`src/gvd_pkg.sv`:
```
// shared types and constants for the group-varint decoder
`timescale 1ns / 1ps

package gvd_pkg;

  localparam int QDEPTH = 2;
  localparam int QPTR_W = $clog2(QDEPTH);
  localparam int QCNT_W = $clog2(QDEPTH + 1);

  localparam logic [1:0] LAST_INDEX = 2'd3;

  typedef enum logic {
    KIND_MERGE,
    KIND_FINAL
  } gvd_kind_t;

  // one classified value byte on its way from front to back
  typedef struct packed {
    gvd_kind_t   kind;
    logic [1:0]  pos;
    logic [1:0]  idx;
    logic [7:0]  data;
  } gvd_entry_t;

endpackage

```
`src/gvd_if.sv`:
```
// channel interfaces for the group-varint decoder
`timescale 1ns / 1ps

interface gvd_in_if;
  logic       valid;
  logic       ready;
  logic [7:0] in_byte;

  modport source (output valid, output in_byte, input ready);
  modport sink   (input valid, input in_byte, output ready);
  modport mon    (input valid, input in_byte, input ready);
endinterface

interface gvd_out_if;
  logic        valid;
  logic        ready;
  logic [31:0] value;
  logic [1:0]  value_index;
  logic        group_last;

  modport source (output valid, output value, output value_index, output group_last,
                  input ready);
  modport sink   (input valid, input value, input value_index, input group_last,
                  output ready);
  modport mon    (input valid, input value, input value_index, input group_last,
                  input ready);
endinterface

```
`src/gvd_front.sv`:
```
// front end: prefix tracking and value byte classification
`timescale 1ns / 1ps

module gvd_front import gvd_pkg::*; (
  input  logic       clk,
  input  logic       rst_n,
  input  logic       in_valid,
  input  logic [7:0] in_byte,
  output logic       in_ready,
  input  logic       q_full,
  output logic       push,
  output gvd_entry_t push_entry
);

  logic       expect_prefix_r, expect_prefix_nxt;
  logic [7:0] codes_r, codes_nxt;
  logic [1:0] idx_r, idx_nxt;
  logic [1:0] taken_r, taken_nxt;
  logic       accept;
  logic [1:0] code;
  logic       is_final;

  assign in_ready = rst_n && !q_full;
  assign accept   = in_valid && in_ready;
  assign code     = codes_r[{idx_r, 1'b0} +: 2];
  assign is_final = (taken_r == code);
  assign push     = accept && !expect_prefix_r;

  always_comb begin
    push_entry.kind = is_final ? KIND_FINAL : KIND_MERGE;
    push_entry.pos  = taken_r;
    push_entry.idx  = idx_r;
    push_entry.data = in_byte;
  end

  always_comb begin
    expect_prefix_nxt = expect_prefix_r;
    codes_nxt         = codes_r;
    idx_nxt           = idx_r;
    taken_nxt         = taken_r;
    if (accept) begin
      if (expect_prefix_r) begin
        codes_nxt         = in_byte;
        idx_nxt           = 2'd0;
        taken_nxt         = 2'd0;
        expect_prefix_nxt = 1'b0;
      end else if (is_final) begin
        taken_nxt = 2'd0;
        idx_nxt   = idx_r + 2'd1;
        if (idx_r == LAST_INDEX) expect_prefix_nxt = 1'b1;
      end else begin
        taken_nxt = taken_r + 2'd1;
      end
    end
  end

  always_ff @(posedge clk) begin
    if (!rst_n) begin
      expect_prefix_r <= 1'b1;
      codes_r         <= 8'd0;
      idx_r           <= 2'd0;
      taken_r         <= 2'd0;
    end else begin
      expect_prefix_r <= expect_prefix_nxt;
      codes_r         <= codes_nxt;
      idx_r           <= idx_nxt;
      taken_r         <= taken_nxt;
    end
  end

endmodule

```
`src/gvd_queue.sv`:
```
// small fifo between front and back
`timescale 1ns / 1ps

module gvd_queue import gvd_pkg::*; (
  input  logic       clk,
  input  logic       rst_n,
  input  logic       push,
  input  gvd_entry_t push_entry,
  output logic       full,
  input  logic       pop,
  output logic       head_valid,
  output gvd_entry_t head_entry
);

  gvd_entry_t          mem_r [QDEPTH];
  logic [QPTR_W-1:0]   wr_ptr_r, wr_ptr_nxt;
  logic [QPTR_W-1:0]   rd_ptr_r, rd_ptr_nxt;
  logic [QCNT_W-1:0]   count_r, count_nxt;
  logic                do_push, do_pop;

  assign full       = (count_r == QCNT_W'(QDEPTH));
  assign head_valid = (count_r != '0);
  assign head_entry = mem_r[rd_ptr_r];
  assign do_push    = push && !full;
  assign do_pop     = pop && head_valid;

  always_comb begin
    wr_ptr_nxt = wr_ptr_r;
    rd_ptr_nxt = rd_ptr_r;
    count_nxt  = count_r;
    if (do_push) wr_ptr_nxt = (wr_ptr_r == QPTR_W'(QDEPTH - 1)) ? '0 : wr_ptr_r + 1'b1;
    if (do_pop)  rd_ptr_nxt = (rd_ptr_r == QPTR_W'(QDEPTH - 1)) ? '0 : rd_ptr_r + 1'b1;
    if (do_push && !do_pop)      count_nxt = count_r + 1'b1;
    else if (!do_push && do_pop) count_nxt = count_r - 1'b1;
  end

  always_ff @(posedge clk) begin
    if (do_push) mem_r[wr_ptr_r] <= push_entry;
  end

  always_ff @(posedge clk) begin
    if (!rst_n) begin
      wr_ptr_r <= '0;
      rd_ptr_r <= '0;
      count_r  <= '0;
    end else begin
      wr_ptr_r <= wr_ptr_nxt;
      rd_ptr_r <= rd_ptr_nxt;
      count_r  <= count_nxt;
    end
  end

endmodule

```
`src/gvd_back.sv`:
```
// back end: byte assembly and output register
`timescale 1ns / 1ps

module gvd_back import gvd_pkg::*; (
  input  logic        clk,
  input  logic        rst_n,
  input  logic        head_valid,
  input  gvd_entry_t  head_entry,
  output logic        pop,
  output logic        out_valid,
  input  logic        out_ready,
  output logic [31:0] out_value,
  output logic [1:0]  out_index,
  output logic        out_last
);

  logic [23:0] partial_r, partial_nxt;
  logic        valid_r, valid_nxt;
  logic [31:0] value_r, value_nxt;
  logic [1:0]  index_r, index_nxt;
  logic        last_r, last_nxt;
  logic        slot_free;
  logic [31:0] merged;

  assign slot_free = !valid_r || out_ready;
  assign pop = head_valid && ((head_entry.kind == KIND_MERGE) || slot_free);

  // place the byte at its lane on top of what is gathered so far
  always_comb begin
    merged = {8'd0, partial_r};
    unique case (head_entry.pos)
      2'd0: merged[7:0]   = merged[7:0]   | head_entry.data;
      2'd1: merged[15:8]  = merged[15:8]  | head_entry.data;
      2'd2: merged[23:16] = merged[23:16] | head_entry.data;
      2'd3: merged[31:24] = head_entry.data;
      default: merged = {8'd0, partial_r};
    endcase
  end

  always_comb begin
    partial_nxt = partial_r;
    valid_nxt   = valid_r;
    value_nxt   = value_r;
    index_nxt   = index_r;
    last_nxt    = last_r;
    if (valid_r && out_ready) valid_nxt = 1'b0;
    if (pop) begin
      if (head_entry.kind == KIND_MERGE) begin
        partial_nxt = merged[23:0];
      end else begin
        partial_nxt = 24'd0;
        valid_nxt   = 1'b1;
        value_nxt   = merged;
        index_nxt   = head_entry.idx;
        last_nxt    = (head_entry.idx == LAST_INDEX);
      end
    end
  end

  always_ff @(posedge clk) begin
    if (!rst_n) begin
      partial_r <= 24'd0;
      valid_r   <= 1'b0;
    end else begin
      partial_r <= partial_nxt;
      valid_r   <= valid_nxt;
    end
  end

  always_ff @(posedge clk) begin
    value_r <= value_nxt;
    index_r <= index_nxt;
    last_r  <= last_nxt;
  end

  assign out_valid = valid_r;
  assign out_value = value_r;
  assign out_index = index_r;
  assign out_last  = last_r;

endmodule

```
`src/group_varint_decoder_unit.sv`:
```
// top level of the group-varint decoder
`timescale 1ns / 1ps

// Decodes a group-varint stream of 32-bit values in groups of four, one
// stream byte per beat on in_ch. The first byte of a group is a prefix with
// four 2-bit length codes, lowest bits first; code k means k+1 little-endian
// bytes follow for that value. Prefix bytes produce no output; each value
// byte that completes a value produces one beat on out_ch with the value
// (zero-extended), its index in the group and a group_last flag on index 3.
// Rate: one byte per cycle sustained while the queue is not full, with no
// bubbles on prefix or value bytes. The front classifies the beat carrying
// a value's last byte, a two-entry queue holds it, and the back end
// assembles it into the output register. in_ch.ready drops only when the
// queue is full, which happens when out_ch stalls with a result pending
// and more bytes arrive. Ready is held low during reset.

module group_varint_decoder_unit import gvd_pkg::*; (
  input logic      clk,
  input logic      rst_n,
  gvd_in_if.sink   in_ch,
  gvd_out_if.source out_ch
);

  // front to queue
  logic       push;
  gvd_entry_t push_entry;
  logic       q_full;

  // queue to back
  logic       pop;
  logic       head_valid;
  gvd_entry_t head_entry;

  // prefix tracking and classification of each value byte
  gvd_front u_front (
    .clk        (clk),
    .rst_n      (rst_n),
    .in_valid   (in_ch.valid),
    .in_byte    (in_ch.in_byte),
    .in_ready   (in_ch.ready),
    .q_full     (q_full),
    .push       (push),
    .push_entry (push_entry)
  );

  // decouples the front from output back-pressure
  gvd_queue u_queue (
    .clk        (clk),
    .rst_n      (rst_n),
    .push       (push),
    .push_entry (push_entry),
    .full       (q_full),
    .pop        (pop),
    .head_valid (head_valid),
    .head_entry (head_entry)
  );

  // merges bytes into the partial value and drives the result beat
  gvd_back u_back (
    .clk        (clk),
    .rst_n      (rst_n),
    .head_valid (head_valid),
    .head_entry (head_entry),
    .pop        (pop),
    .out_valid  (out_ch.valid),
    .out_ready  (out_ch.ready),
    .out_value  (out_ch.value),
    .out_index  (out_ch.value_index),
    .out_last   (out_ch.group_last)
  );

endmodule

```
`src/flat_wrapper.sv`:
```
// flat-port wrapper written by rule: the top's interface ports become plain ports
module group_varint_decoder_unit_flat import gvd_pkg::*;
  (clk, rst_n, in_ch_valid, in_ch_in_byte, in_ch_ready, out_ch_valid, out_ch_value, out_ch_value_index, out_ch_group_last, out_ch_ready);
  gvd_in_if in_ch_i ();
  gvd_out_if out_ch_i ();
  input logic clk;
  input logic rst_n;
  input wire logic [$bits(in_ch_i.valid)-1:0] in_ch_valid;
  input wire logic [$bits(in_ch_i.in_byte)-1:0] in_ch_in_byte;
  output wire logic [$bits(in_ch_i.ready)-1:0] in_ch_ready;
  output wire logic [$bits(out_ch_i.valid)-1:0] out_ch_valid;
  output wire logic [$bits(out_ch_i.value)-1:0] out_ch_value;
  output wire logic [$bits(out_ch_i.value_index)-1:0] out_ch_value_index;
  output wire logic [$bits(out_ch_i.group_last)-1:0] out_ch_group_last;
  input wire logic [$bits(out_ch_i.ready)-1:0] out_ch_ready;
  assign in_ch_i.valid = in_ch_valid;
  assign in_ch_i.in_byte = in_ch_in_byte;
  assign in_ch_ready = in_ch_i.ready;
  assign out_ch_valid = out_ch_i.valid;
  assign out_ch_value = out_ch_i.value;
  assign out_ch_value_index = out_ch_i.value_index;
  assign out_ch_group_last = out_ch_i.group_last;
  assign out_ch_i.ready = out_ch_ready;
  group_varint_decoder_unit u_core (.clk(clk), .rst_n(rst_n), .in_ch(in_ch_i), .out_ch(out_ch_i));
endmodule
```
`config.mk`:
```
export PLATFORM = sky130hd
export DESIGN_NAME = group_varint_decoder_unit_flat
export DESIGN_NICKNAME = d
export VERILOG_FILES = /design/src/gvd_pkg.sv /design/src/gvd_if.sv /design/src/gvd_front.sv /design/src/gvd_queue.sv /design/src/gvd_back.sv /design/src/group_varint_decoder_unit.sv /design/src/flat_wrapper.sv
export SDC_FILE = /design/constraint.sdc
export NUM_CORES = 1
export LEC_CHECK = 0
export BUFFER_PORTS_ARGS = -buffer_cell sky130_fd_sc_hd__clkbuf_2
export CAP_MARGIN = 20
export CORE_AREA = 2 2 110 91
export CTS_CLUSTER_SIZE = 40
export DETAILED_ROUTE_END_ITERATION = 8
export DIE_AREA = 0 0 112 93
export REMOVE_ABC_BUFFERS = 1
export SLEW_MARGIN = 25
export SYNTH_ARGS = -nofsm -noshare
export SYNTH_HDL_FRONTEND = slang
export SYNTH_SLANG_ARGS = --single-unit
```
`constraint.sdc`:
```
create_clock -name clk -period 7.1 [get_ports clk]
set_input_delay 0.355 -clock clk [delete_from_list [all_inputs] [get_ports clk]]
set_output_delay 0.355 -clock clk [all_outputs]
set_load 0.1 [all_outputs]
```
Word level (Yosys, flattened, before mapping) --
Memories as Yosys holds them, arrays and structs flattened. A register that Yosys moved wholly into a read port is not among the register bits. Index checks and enable logic that the tools add are counted.
Cells by class: muxes and demuxes 23, shift operators 1, add/subtract/negate cells 6, equality and inequality tests 7, reductions and logical operators 23, bitwise gates (word level) 4
Operators by type and width (count):
- 24-bit two-way mux | 1
- 8-bit two-way mux | 3
- 8-bit OR | 3
- 1-bit two-way mux | 13
- 2-bit two-way mux | 6
- 2-bit == test (second input constant) | 5
- 1-bit logical AND | 9
- 8-bit by 4-bit indexed part select with 2-bit output | 1
- 2-bit by 1-bit adder with 2-bit output (second input constant) | 3
- 2-bit AND reduction | 3
- 2-bit nonzero test | 3
- 1-bit logical NOT | 5
- 1-bit adder (second input constant) | 2
- 2-bit by 1-bit == test with 1-bit output (second input constant) | 1
- 2-bit == test | 1
- 2-bit logical NOT | 1
- 1-bit logical OR | 2
- 2-bit by 1-bit subtractor with 2-bit output (second input constant) | 1
- 1-bit NOT | 1
Storage, ports and cells: register bits after elaboration 77, logic and storage cells 78, output and inout port bits 37, input bits 12, memories kept 1, RAM bits 26
Memories:
- u_core.u_queue.mem_r | depth 2, bits a word 13, read ports 1, clocked after memory_dff 1, wr ports 1, RTL line gvd_queue.sv:15 | gvd_entry_t mem_r [QDEPTH];

Longest topological paths before layout --
Gate-level depths: netlist of the first run.
depth after elaboration 10, mapped depth 7, depth with buffers taken out 6

Modules after synthesis --
A second synthesis of the first run with hierarchy kept.
Second synthesis, totals: cells, all modules 318, area, all modules 4135.2 um^2
Modules (own cells, without submodules):
- gvd_back | cells each 172, times used 1, area an instance 2253.4 um^2, sequential area each 1551.5 um^2
- gvd_queue | cells each 65, times used 1, area an instance 1168.6 um^2, sequential area each 880.8 um^2
- gvd_front | cells each 81, times used 1, area an instance 713.2 um^2, sequential area each 260.2 um^2

Worst setup path before layout of the first run --
No wires, ideal clock.
kind reg-to-reg, from register u_core.u_back.valid_r (netlist: u_core.u_back.out_valid), to register u_core.u_back.index_r[0] (netlist: u_core.u_back.out_index[0]) (enable), period minus slack after synthesis 3.193 ns, library setup time 0.427 ns, buffers on the path 0, required time 6.673 ns, cell stages (with the launch flop) 4, arrival time 2.766 ns, slack 3.907 ns, cell sequence dfxtp_1 nor2b_1 a21o_1 nor2_1
On the way: longest elaborated chain between the ends 5
RTL lines:
- from (decl) | RTL line gvd_back.sv:18 | logic valid_r, valid_nxt;
- from (signal assigned) | RTL line gvd_back.sv:66 | valid_r <= valid_nxt;
- 1-bit logical NOT | RTL line gvd_back.sv:25 | assign slot_free = !valid_r || out_ready;
- 1-bit logical OR | RTL line gvd_back.sv:25
- 1-bit logical OR | RTL line gvd_back.sv:26 | assign pop = head_valid && ((head_entry.kind == KIND_MERGE) || slot_free);
- 1-bit logical AND | RTL line gvd_back.sv:26
- 2-bit AND reduction (no source line)
- to (signal assigned) | RTL line gvd_back.sv:72 | index_r <= index_nxt;
- to (decl) | RTL line gvd_back.sv:20 | logic [1:0] index_r, index_nxt;
Every way passes these cells. A chain may end at the register's enable or synchronous reset.

==> results.toml, run 1 <==
[cts]
cts_tree = "done"
clk_pin_slew_ns = 0.07
clk_latency_ns = 0.34
cts_buffers = 9
cts-hold-fix-buffers = 0
cts-resized-gates = 0
cts_num_sinks = 104
clock-root-buffer = "clkbuf_16"
cts_setup_buffers = 0
clock_path_buffers = 2
htree_num_levels = 3

[synthesis]
ys_seq_area_frac = 0.656
ys_ff_latch = 104
synth-edff-count = 61
syn_inst = 305
syn_area_per_cell_um2 = 13.5
async_flop_share = 0
ys.flop_type = "edfxtp_1"
synth_area_um2 = 4110
ys_types = 45
synth_warnings = 0

[place]
dp_hpwl_mm = 5.22
gp_congestion = 0.767
io_buffers = 48
pre_cts_slack_ns = 4.32

[route]
viasPerCell = 5.24
drtIter0Drc = 75
detail-route-antenna-nets = 0
wl_mm = 7.96
drc_errors = 0
vias = 2498
detail_route.first_pass.iterations = 4
wire_per_inst_um = 16.7

[hold_path]
hold_depth = 1
hold_path.class = "primary input to flip-flop"
whs_endpoint = "u_core.u_queue.mem_r[1][1]"
hp-start = "in_ch_in_byte[1]"

[job]
drv_cap = 0

[grt]
antenna_found_initial = 0
grt_max_degree = 36
grt_pass1_wl_mm = 12.4
grt_pass1_vias = 2295
gr-total-overflow = 0
grt_usage = 0.159

[timing]
rsz0062_at_grt = "no"
finalClockSkew_ns = 0.00895
layout_min_cycle_time_ns = 2.53
hold_viol_final = 0
setup_ws_ns = 4.57
slew_violations = 0
setup_viol = 0
clock.fmax_mhz = 395
fin_tns_setup_ns = 0
tightest_slew_ns = 0.714
max_slew_margin = 0.523
min_period_over_period = 0.357

[final_layout]
fill_cells = 833
final_nets = 367
area_growth_pct = 16.8
antennaDiodeCount = 0
drive_above_1_share = 0.257
utilization = 0.512

[critical_path]
crit_path_end_kind = "flip-flop"
arrival_ns = 2.59
path_max_fanout = 28
start_kind = "flip-flop"
r2r_slack_ns = 4.57
worst-setup-path-type = "flip-flop to flip-flop"
r2r_cells = 4
r2r-end = "u_core.u_back.out_value[19]"
cp.required_ns = 7.15

[die]
chipWidth_um = 112
num_rows = 32
start_util = 0.438
fp.dieArea_um2 = 10400
dieHeight_um = 93
io_pins = 49
coreArea_um2 = 9370

[power]
leakage_nw = 1.75
powerDensity_nw_per_um2 = 452
peakVddDrop_mv = 0.271
total_power_mw = 2.17

[status]
outcome = "finished clean"
-- metal layers --
metal	wire length [um]	GRT usage
met4	81	0.0518
met2	3780	0.256
met3	410	0.0408
met1	3690	0.214
met5	0	0
-- worst max path at each step --
stage | endpoint | depth (start not counted)
floorplan | u_core.u_back.out_index[0] | 3
global placement | u_core.u_back.out_value[14] | 3
detailed placement | u_core.u_queue.mem_r[1][4] | 4
CTS | u_core.u_back.out_value[21] | 3
global route | u_core.u_back.out_value[19] | 4
finish | u_core.u_back.out_value[19] | 4
-- per-stage QoR --
| stage | cells | hold WS, ns | instance area, um2 |
|---|---|---|---|
| 6_report | 477 | 0.229 | 4790 |
| 5_1_grt | 477 | 0.228 | 4790 |
| 4_1_cts | 476 | 0.223 | 4760 |
| 3_5_place_dp | 460 | 0.452 | 4450 |
| 3_3_place_gp | 460 | 0.443 | 4440 |
| 2_1_floorplan | 293 | 0.431 | 4040 |
-- power breakdown --
part	switching [mW]	internal, mW	total, mW
sequential	0.0608	0.768	0.829
combinational	0.685	0.151	0.836
clock	0.226	0.278	0.504
-- cell usage after synthesis (2+ instances only) --
| library cell | instances | share of area |
|---|---|---|
| dfxtp_1 | 43 | 0.21 |
| inv_1 | 5 | 0.0046 |
| xor2_1 | 3 | 0.0064 |
| buf_2 | 2 | 0.0024 |
| nor2_1 | 50 | 0.046 |
| clkbuf_1 | 6 | 0.0055 |
| o21bai_1 | 24 | 0.044 |
| a221oi_4 | 3 | 0.019 |
| edfxtp_1 | 61 | 0.45 |
| a21oi_1 | 27 | 0.033 |
| or3b_2 | 3 | 0.0064 |
| mux2_2 | 11 | 0.030 |
| and2_1 | 6 | 0.0091 |
| nand2_1 | 3 | 0.0027 |
| mux2i_1 | 17 | 0.041 |
| a31oi_1 | 2 | 0.0030 |
| o211ai_1 | 2 | 0.0037 |
| nand3b_1 | 3 | 0.0055 |
| buf_4 | 3 | 0.0055 |
| nand4_1 | 2 | 0.0030 |
| nand2b_1 | 2 | 0.0030 |
| xnor2_1 | 2 | 0.0043 |
| ha_1 | 2 | 0.0061 |
| or3_1 | 2 | 0.0030 |
-- final cells by class --
class | instances | area (um2) | share of cell area
Sequential cell | 104 | 2690 | 0.562
Multi-Input combinational cell | 183 | 1360 | 0.283
Timing Repair Buffer | 49 | 268 | 0.0559
Clock buffer | 9 | 225 | 0.0470
Tap cell | 119 | 149 | 0.0311
Clock inverter | 7 | 78.8 | 0.0164
Inverter | 6 | 22.5 | 0.00470
-- state kept, by name, indices dropped and copies added (netlist names), named ones only --
| signal | count |
|---|---|
| u_core.u_back.partial_r | 24 |
| u_core.u_back.out_valid | 1 |
| u_core.u_back.out_value | 32 |
| u_core.u_front.idx_r | 2 |
| u_core.u_back.out_last | 1 |
| u_core.u_queue.rd_ptr_r | 1 |
| u_core.u_front.expect_prefix_r | 1 |
| u_core.u_front.codes_r | 8 |
| u_core.u_queue.count_r | 2 |
| u_core.u_queue.mem_r | 26 |
| u_core.u_back.out_index | 2 |
| u_core.u_queue.wr_ptr_r | 1 |
| u_core.u_front.taken_r | 2 |
-- layout by cell type (no fill, tap or decap), types with 2 or more instances in the layout --
master / count
inv_8: 2
a21oi_1: 27
clkbuf_2: 48
mux2i_1: 17
clkinv_2: 2
o211ai_1: 2
and2_1: 6
nand3b_1: 3
xnor2_1: 2
nand2_1: 3
nand2b_1: 2
inv_1: 5
clkbuf_16: 9
xor2_1: 3
ha_1: 2
o21bai_1: 24
a221oi_4: 3
nor2_1: 49
or3_1: 2
dfxtp_1: 42
edfxtp_1: 61
mux2_2: 11
or3b_2: 3
nand4_1: 2
-- worst max-delay path: stages, from the launching register on --
cell	delay, ns
dfxtp_2	0.75
mux2_2	0.49
a21o_1	0.28
nor2_4	0.49
buf_16	0.23
-- kinds of logic (layout without fill, tap and decap cells) --
kind of cell / after synthesis / count (layout) / share of synthesized area
xor gates and xnor gates: 6 / 6 / 0.0146
DFF: 104 / 104 / 0.656
muxes: 30 / 30 / 0.0835
adders and majority gates: 2 / 2 / 0.00609
AOI/OAI and AO/OA: 68 / 68 / 0.130
buffers and inverters: 18 / 71 / 0.0216
and+or+nand+nor: 77 / 77 / 0.0884
No activity file was read; power rests on OpenSTA's default activity.
==> inputs of run 2 (changes only) <==
ABC_AREA = 1   (was default)
CORE_AREA = 2 2 108 89   (was 2 2 110 91)
DIE_AREA = 0 0 110 91   (was 0 0 112 93)
PLACE_DENSITY = 0.66   (was default)
clock period = 2.19 ns   (was 7.1 ns; I/O delays follow)
==> results.toml, run 2 <==
[place]
gp_congestion = 0.821
place_area_um2 = 4400
dp_hpwl_mm = 5.02
io_buffers = 48
pre_cts_slack_ns = 0.343

[grt]
grt_usage = 0.158
grt_pass1_vias = 2549
gr-total-overflow = 0
grt_max_degree = 36
antenna_found_initial = 0
grt_pass1_wl_mm = 12.2

[synthesis]
synth_warnings = 0
synth_commonest_cells = "edfxtp_1, nand2_1, nor2_1"
synth_top_area_cell = "edfxtp_1"
syn_area_per_cell_um2 = 10.7
yosysTopAreaCellShare = 0.465
ys_seq_area_frac = 0.684
ys.flop_type = "edfxtp_1"
ys_types = 22
yosys.cell_count.top_type = "edfxtp_1"
ys_ff_latch = 104
netlist_top_cells_area = "edfxtp_1, dfxtp_1, nand2_1"
synth-edff-count = 61
async_flop_share = 0
syn_inst = 369
synth_area_um2 = 3940

[die]
dieHeight_um = 91
start_util = 0.443
fp.dieArea_um2 = 10000
coreArea_um2 = 8880
chipWidth_um = 110
num_rows = 31
io_pins = 49

[critical_path]
crit_path_end_kind = "flip-flop"
cp.required_ns = 2.26
crit_slowest_cell = "dfxtp_1"
arrival_ns = 1.95
worst-setup-path-type = "flip-flop to flip-flop"
critPathLaunch = "u_core.u_queue.count_r[0]"
crit_path_frequent_cell = "inv_1"
path_max_fanout = 10
r2r-start = "u_core.u_queue.count_r[0]"
start_kind = "flip-flop"
path_cells = "inv_1, a21oi_2, nand2_1, nor2_2, inv_1, nor2_1, buf_4"
cp_slowest_stage_delay_ns = 0.41

[hold_path]
hold_path.class = "primary input to flip-flop"
hp-start = "rst_n"

[final_layout]
ff_latch_area_um2 = 2690
utilization = 0.524
final_common_cell = "edfxtp_1"
final_nets = 455
antennaDiodeCount = 0
fill_cells = 806
layout_common_cells = "edfxtp_1, nand2_1, nor2_1, clkbuf_2, dfxtp_1"
area_growth_pct = 18.2
largest_register_ffs = 32
design_area_um2 = 4660
drive_above_1_share = 0.231
multi_input_area_um2 = 1050

[route]
viasPerCell = 4.89
vias = 2742
wl_mm = 7.29
drtIter0Drc = 102
detail_route.first_pass.iterations = 4
wire_per_inst_um = 13.0
drc_errors = 0
detail-route-antenna-nets = 0

[timing]
rsz0062_at_grt = "no"
setup_ws_ns = 0.310
hold_viol_final = 0
layout_min_cycle_time_ns = 1.88
min_period_over_period = 0.859
slew_violations = 0
clock.fmax_mhz = 532
fin_tns_setup_ns = 0
setup_viol = 0
max_slew_margin = 0.638
tightest_slew_ns = 0.545
finalClockSkew_ns = 0.0135

[power]
p_comb_frac = 0.437
peakVddDrop_mv = 0.841
powerDensity_nw_per_um2 = 1440
internal_power_mw = 3.52
total_power_mw = 6.73
power_frac_seq = 0.401
leakage_nw = 1.83
p_switching_mw = 3.20
pwr-share-clk = 0.162
netSwitchingFraction = 0.476

[status]
outcome = "finished clean"

[cts]
clock_path_buffers = 2
cts_buffers = 9
clock-root-buffer = "clkbuf_8"
htree_num_levels = 3
cts-resized-gates = 0
clk_pin_slew_ns = 0.09
cts_num_sinks = 104
cts_tree = "done"
clk_latency_ns = 0.37

[job]
drv_cap = 0
## run 2: cell types whose count changed in the layout (fill, tap and decap cells not counted), moves of 8 or more
cell / previous run / this run
nand2_1: 3 / 59
inv_1: 5 / 32
o21bai_1: 24 / 0
o21ai_0: 1 / 23
nand3_1: 1 / 16
buf_4: 0 / 14
mux2_2: 11 / 0
a21oi_1: 27 / 37
or2_2: 0 / 10
clkbuf_16: 9 / 0
clkbuf_8: 0 / 9
mux2i_1: 17 / 8
dlygate4sd3_1: 0 / 8
## run 2: worst paths after layout
path                                                     to  slack (ns)  cells past startpoint
worst max register to register   u_core.u_queue.mem_r[0][6]        0.31                      7
worst min register to register  u_core.u_back.partial_r[16]        0.46                      2
worst max-delay path             u_core.u_queue.mem_r[0][6]        0.31                      7
worst min-delay path                u_core.u_front.idx_r[0]        0.08                      3
## run 2: cell type report
type,count,share of cell area
timing repair buffer,71,0.0957
clock buffer,10,0.0274
sequential,104,0.578
multi-input combinational,217,0.226
clock inverter,6,0.0107
inverter,38,0.0306
tap,115,0.0309
## run 2: power by group through the flow
stage	Combinational, mW	Sequential, mW	Clock [mW]
after floorplan	0.839	4.23	0
after global placement	2.92	2.73	0
after detailed placement	2.94	2.74	0
after CTS	2.96	2.70	1.13
after global routing	3.14	2.74	1.20
final	2.94	2.69	1.09
## run 2: what timing repair did
item | 4_1_cts | 5_1_grt
hold endpoints to repair | 16 | 0
hold buffers | 8 | 0
buffers inserted | 0 | 0
setup endpoints to repair | 0 | 0
## run 2: cells by family (layout without fill, tap and decap cells)
group / count (synthesis) / after routing / share of synthesized area
AO/OA/AOI/OAI: 64 / 64 / 0.0861
buffers and inverters: 48 / 125 / 0.0489
flip-flops: 104 / 104 / 0.684
multiplexers: 8 / 8 / 0.0203
AND/OR/NAND/NOR: 141 / 141 / 0.150
adder cells (fa/ha/maj): 2 / 2 / 0.00635
XOR/XNOR: 2 / 2 / 0.00445
## run 2: per-stage QoR
stage	hold WS, ns	std cells
6_report	0.0814	561
5_1_grt	0.0824	561
4_1_cts	0.0564	561
3_5_place_dp	0.338	537
3_3_place_gp	0.339	537
2_1_floorplan	0.208	359
## run 2: worst max-delay path, delay by kind of cell (launching register included)
kind / cells / cell delay (ns)
compound gates: 1 / 0.15
buf+inv: 3 / 0.44
flops: 1 / 0.41
simple gates: 3 / 0.60
## run 2: routing by layer
| metal | global-route usage | part of all wire | vias up |
|---|---|---|---|
| met1 | 0.214 | 0.47 | 1288 |
| met5 | 0 | 0 | - |
| met4 | 0.0432 | 0.015 | 0 |
| li1 | - | - | 1370 |
| met2 | 0.244 | 0.46 | 75 |
| met3 | 0.0481 | 0.050 | 9 |
